### src/rtl/bafl_pkg.sv
// Shared types and constants for the block-average FIR low-pass core.
package bafl_pkg;

  localparam int unsigned NumCoef    = 5;
  localparam int unsigned CoefW      = 13;
  localparam int unsigned PresW      = 12;
  localparam int unsigned TempW      = 16;
  localparam int unsigned NumChan    = 5;
  localparam int unsigned CfgIdxW    = 3;

  localparam logic [CoefW-1:0] CoefReset [NumCoef] = '{
    13'd2457, 13'd819, 13'd409, 13'd286, 13'd122
  };

  typedef enum logic [0:0] {
    ReqSample = 1'b0,
    ReqTick   = 1'b1
  } req_type_e;

  typedef struct packed {
    logic                    req_type;
    logic [PresW-1:0]        pressure_a;
    logic [PresW-1:0]        pressure_b;
    logic signed [TempW-1:0] temp_a;
    logic signed [TempW-1:0] temp_b;
    logic signed [TempW-1:0] temp_c;
    logic                    valid_a;
    logic                    valid_b;
    logic                    valid_c;
  } req_t;

  typedef struct packed {
    logic [PresW-1:0]        filt_pressure_a;
    logic [PresW-1:0]        filt_pressure_b;
    logic signed [TempW-1:0] filt_temp_a;
    logic signed [TempW-1:0] filt_temp_b;
    logic signed [TempW-1:0] filt_temp_c;
  } rsp_t;

endpackage

### src/rtl/bafl_front.sv
// Front end: accumulates samples and queues period totals on each tick.
module bafl_front
  import bafl_pkg::*;
#(
  parameter int unsigned MaxSamples = 256,
  parameter int unsigned CntW       = 9,
  parameter int unsigned PSumW      = 20,
  parameter int unsigned TSumW      = 25
) (
  input  logic                     clk_i,
  input  logic                     rst_ni,
  input  logic                     in_valid_i,
  output logic                     in_ready_o,
  input  req_t                     in_data_i,
  output logic                     tot_valid_o,
  input  logic                     tot_ready_i,
  output logic [PSumW-1:0]         psum_o [2],
  output logic [CntW-1:0]          pcnt_o,
  output logic signed [TSumW-1:0]  tsum_o [3],
  output logic [CntW-1:0]          tcnt_o [3]
);

  logic [PSumW-1:0]        psum_q [2];
  logic [CntW-1:0]         pcnt_q;
  logic signed [TSumW-1:0] tsum_q [3];
  logic [CntW-1:0]         tcnt_q [3];
  logic                    full_q;
  logic                    acc_ok;
  logic                    tick;
  logic [2:0]              tv;
  logic signed [TempW-1:0] tin [3];

  assign tick       = in_data_i.req_type == ReqTick;
  assign in_ready_o = !tick || !full_q;
  assign acc_ok     = in_valid_i && in_ready_o && !tick &&
                      (32'(pcnt_q) < MaxSamples);
  assign tv         = {in_data_i.valid_c, in_data_i.valid_b, in_data_i.valid_a};
  assign tin[0]     = in_data_i.temp_a;
  assign tin[1]     = in_data_i.temp_b;
  assign tin[2]     = in_data_i.temp_c;

  always_ff @(posedge clk_i or negedge rst_ni) begin
    if (!rst_ni) begin
      pcnt_q <= '0;
      psum_q <= '{default: '0};
      tsum_q <= '{default: '0};
      tcnt_q <= '{default: '0};
      full_q <= 1'b0;
      psum_o <= '{default: '0};
      tsum_o <= '{default: '0};
      tcnt_o <= '{default: '0};
      pcnt_o <= '0;
    end else begin
      if (full_q && tot_ready_i) begin
        full_q <= 1'b0;
      end
      if (in_valid_i && in_ready_o && tick) begin
        full_q <= 1'b1;
        psum_o <= psum_q;
        pcnt_o <= pcnt_q;
        tsum_o <= tsum_q;
        tcnt_o <= tcnt_q;
        pcnt_q <= '0;
        psum_q <= '{default: '0};
        tsum_q <= '{default: '0};
        tcnt_q <= '{default: '0};
      end else if (acc_ok) begin
        pcnt_q    <= pcnt_q + 1'b1;
        psum_q[0] <= psum_q[0] + PSumW'(in_data_i.pressure_a);
        psum_q[1] <= psum_q[1] + PSumW'(in_data_i.pressure_b);
        for (int c = 0; c < 3; c++) begin
          if (tv[c]) begin
            tsum_q[c] <= tsum_q[c] + TSumW'(tin[c]);
            tcnt_q[c] <= tcnt_q[c] + 1'b1;
          end
        end
      end
    end
  end

  assign tot_valid_o = full_q;

`ifndef ASSERT_OFF
  a_cnt_bound: assert property (@(posedge clk_i) disable iff (!rst_ni)
    32'(pcnt_q) <= MaxSamples) else $error("sample count overrun");
  a_tcnt_bound: assert property (@(posedge clk_i) disable iff (!rst_ni)
    tcnt_q[0] <= pcnt_q && tcnt_q[1] <= pcnt_q && tcnt_q[2] <= pcnt_q)
    else $error("temp count exceeds sample count");
  a_tick_clr: assert property (@(posedge clk_i) disable iff (!rst_ni)
    in_valid_i && in_ready_o && tick |=> pcnt_q == '0 && full_q)
    else $error("tick did not clear period");
`endif

endmodule

### config.mk
export PLATFORM = sky130hd
export DESIGN_NAME = bafl_front
export DESIGN_NICKNAME = d
export VERILOG_FILES = /design/src/rtl/bafl_pkg.sv /design/src/rtl/bafl_front.sv
export SDC_FILE = /design/constraint.sdc
export NUM_CORES = 1
export LEC_CHECK = 0
export ABC_AREA = 1
export BUFFER_PORTS_ARGS = -buffer_cell sky130_fd_sc_hd__clkbuf_2
export CAP_MARGIN = 20
export CORE_MARGIN = 10
export CORE_UTILIZATION = 35
export CTS_CLUSTER_DIAMETER = 100
export DETAILED_ROUTE_END_ITERATION = 12
export SYNTH_ARGS = -nofsm -noshare
export SYNTH_HDL_FRONTEND = slang
export SYNTH_SLANG_ARGS = --single-unit
### constraint.sdc
create_clock -name clk_i -period 2.22 [get_ports clk_i]
set_clock_uncertainty 0.1 [all_clocks]
set_input_delay 0.444 -clock clk_i [delete_from_list [all_inputs] [get_ports clk_i]]
set_output_delay 0.444 -clock clk_i [all_outputs]
set_load 0.01 [all_outputs]
==> results.json <==
{
  "boundaryPins": 233,
  "core_region_area_um2": 51720,
  "synthDistinctLibCells": 34,
  "cts_max_level": 2,
  "gp_congestion": 0.9484,
  "synth-edff-count": 0,
  "cap_violations": 0,
  "power_mw": 25.56,
  "hp-class": "in2reg",
  "rr_endpoint": "tsum_q[10]",
  "syn-num-nets": 2836,
  "reg2reg_from": "tsum_q[0]",
  "seq_area_frac_synth_pct": 41.23,
  "numCtsBuffers": 37,
  "power.density_nw_per_um2": 1158,
  "area_growth_pct": 19.98,
  "critPathKind": "reg2reg",
  "ys_warn_count": 0,
  "final_cell_mix": "nand2_1 (1055), inv_1 (357), dfrtp_1 (303), clkbuf_2 (231), nor2_1 (180)",
  "dpl.hpwl_um": 44480,
  "nFillCells": 5374,
  "fp-row-count": 83,
  "arrival_ps": 2360,
  "die_area_um2": 62120,
  "cp.required_ps": 2530,
  "grt_pass1_wl_um": 92720,
  "post_synth.cell_area_avg_um2": 6.938,
  "start_kind": "flip-flop",
  "routed_wl_um": 57040,
  "hold_depth": 4,
  "synth_area_leader_cell": "dfrtp_1",
  "slew_headroom_pct": 57.01,
  "synthesis.area_um2": 18390,
  "die_w_um": 249.2,
  "first_pass_iters": 5,
  "min_period_ps": 2051,
  "hp-start": "in_data_i[63]",
  "fmax_mhz": 487.5,
  "cts.sinks": 303,
  "hold_end": "psum_q[20]",
  "syn_inst": 2651,
  "via_per_inst": 4.829,
  "fp.dieH_um": 249.2,
  "grt_pass1_vias": 17180,
  "layout_commonest_cell": "nand2_1",
  "rsz0062_at_grt": "false",
  "vdd_drop_max_mv": 0.5095,
  "ff_latch_area_um2": 7582,
  "drtAntennaViolNets": 0,
  "grt_max_degree": 149,
  "track_usage_pct": 18.02,
  "initial_core_util_pct": 35.56,
  "portBuffers": 232,
  "synth-seq-cells": 303,
  "synth_top_area_share_pct": 41.23,
  "power_leakage_nw": 12.28,
  "drt_iter0_drc": 932,
  "clkLatencyLatePin_ps": 550,
  "drcViolationCount": 0,
  "postLayoutCoreUtil_pct": 42.67,
  "vias": 17570,
  "setup_viol": 0,
  "layout-drive-gt1-share_pct": 13.08,
  "clk_pin_slew_ps": 60,
  "reg2regPathDepth": 7,
  "clockBufferDepth": 3,
  "status": "finished, final reports clean",
  "slew_viol_final": 0,
  "synth_ff_type": "dfrtp_1",
  "fin_setup_tns_ps": 0,
  "overflow": 0,
  "critPathCaptureType": "flip-flop",
  "async_reset_ff_share_pct": 100.0,
  "worstMarginPinSlew_ps": 644.8,
  "hold_viol": 0,
  "reg2reg_slack_ps": 170,
  "layout.cells.non_filler": 3639,
  "multi_input_area_um2": 9138,
  "routedWlPerCell_um": 15.68,
  "critPathMaxFanout": 3,
  "cts-root-buf": "clkbuf_16",
  "dp_cells": 3572,
  "synth_area_leaders": "dfrtp_1 (41%), nand2_1 (22%), inv_1 (7.3%)",
  "tritoncts": "yes",
  "fin_nets": 3117,
  "finalCritPeriodShare_pct": 92.39,
  "antenna_found_initial": 3
}
-- metal layers --
metal	GRT usage [%]	part of all wire (%)	up-vias
li1	-	-	8905
met3	3.845	5.6	90
met2	28.97	45	423
met1	23.74	47	8154
met4	5.645	2.7	2
met5	0	0.030	-
-- where the power goes --
part,internal [mW],switching (mW),leakage (nW)
clock,4.04,2.47,0.628
combinational,3.81,6.71,7.64
sequential,7.22,1.31,4.02
-- stage by stage --
stage,instance area [µm²],worst slack [ps],hold slack [ps]
6_report,22070,168.9,130.3
5_1_grt,22070,0.6306,119.5
4_1_cts,22050,166.4,99.59
3_5_place_dp,20750,13.64,275.5
3_3_place_gp,20750,13.16,276.9
2_1_floorplan,18390,261.9,48.41
-- sequential cells by signal, indices dropped and copies added (netlist names) --
| signal | count |
|---|---|
| tot_valid_o | 1 |
| psum_o | 40 |
| tsum_q | 75 |
| pcnt_q | 9 |
| tsum_o | 75 |
| psum_q | 40 |
| tcnt_o | 27 |
| pcnt_o | 9 |
| tcnt_q | 27 |
-- synthesized netlist by cell type (7+ instances only) --
| master | instances |
|---|---|
| nand3_1 | 132 |
| nand2_2 | 8 |
| a21oi_1 | 125 |
| and2_1 | 9 |
| o21ai_1 | 28 |
| nand4_1 | 27 |
| inv_1 | 357 |
| buf_2 | 32 |
| o21ai_0 | 164 |
| ha_1 | 100 |
| dfrtp_1 | 303 |
| xnor2_1 | 7 |
| inv_2 | 10 |
| nor2_1 | 181 |
| xor2_1 | 14 |
| clkbuf_1 | 13 |
| nand3b_1 | 11 |
| nor3_1 | 25 |
| o22ai_1 | 15 |
| nand2_1 | 1055 |
-- area by class of cell --
class	instances	area share, %
clock buffer	50	4.791
tap	680	3.856
antenna	1	0.01134
multi-input combinational	1922	41.41
sequential	303	34.36
clock inverter	15	1.089
inverter	367	6.249
timing repair buffer	301	8.233
-- worst max path at each step --
| stage | start | end | slack [ps] |
|---|---|---|---|
| after floorplan | in_data_i[63] | psum_q[38] | 260 |
| after global placement | in_data_i[75] | psum_q[26] | 10 |
| after detailed placement | in_data_i[75] | psum_q[26] | 10 |
| after CTS | tsum_q[10] | tsum_q[19] | 170 |
| after global routing | tsum_q[36] | tsum_q[49] | 0.6 |
| final | tsum_q[0] | tsum_q[10] | 170 |
-- critical path, stage by stage (launching register included) --
cell,delay (ps)
dfrtp_1,380
ha_1,220
fa_1,400
buf_4,160
nand3_1,70
nand3_1,150
o21ai_0,360
nand2_1,90
-- kinds of logic after synthesis --
family	after synthesis	synth area share (%)
fa+ha+maj	105	7.347
xor+xnor	21	1.000
buf+inv	426	9.178
simple gates	1457	31.82
compound gates	339	9.429
flops	303	41.23
-- timing repair --
item	in CTS	in global routing
hold buffers	1	0
setup buffers	0	0
endpoints found under the setup margin	0	4
gates resized for setup	0	3
endpoints found under the hold margin	27	0
Note: power is estimated with default switching activity, not from simulation.
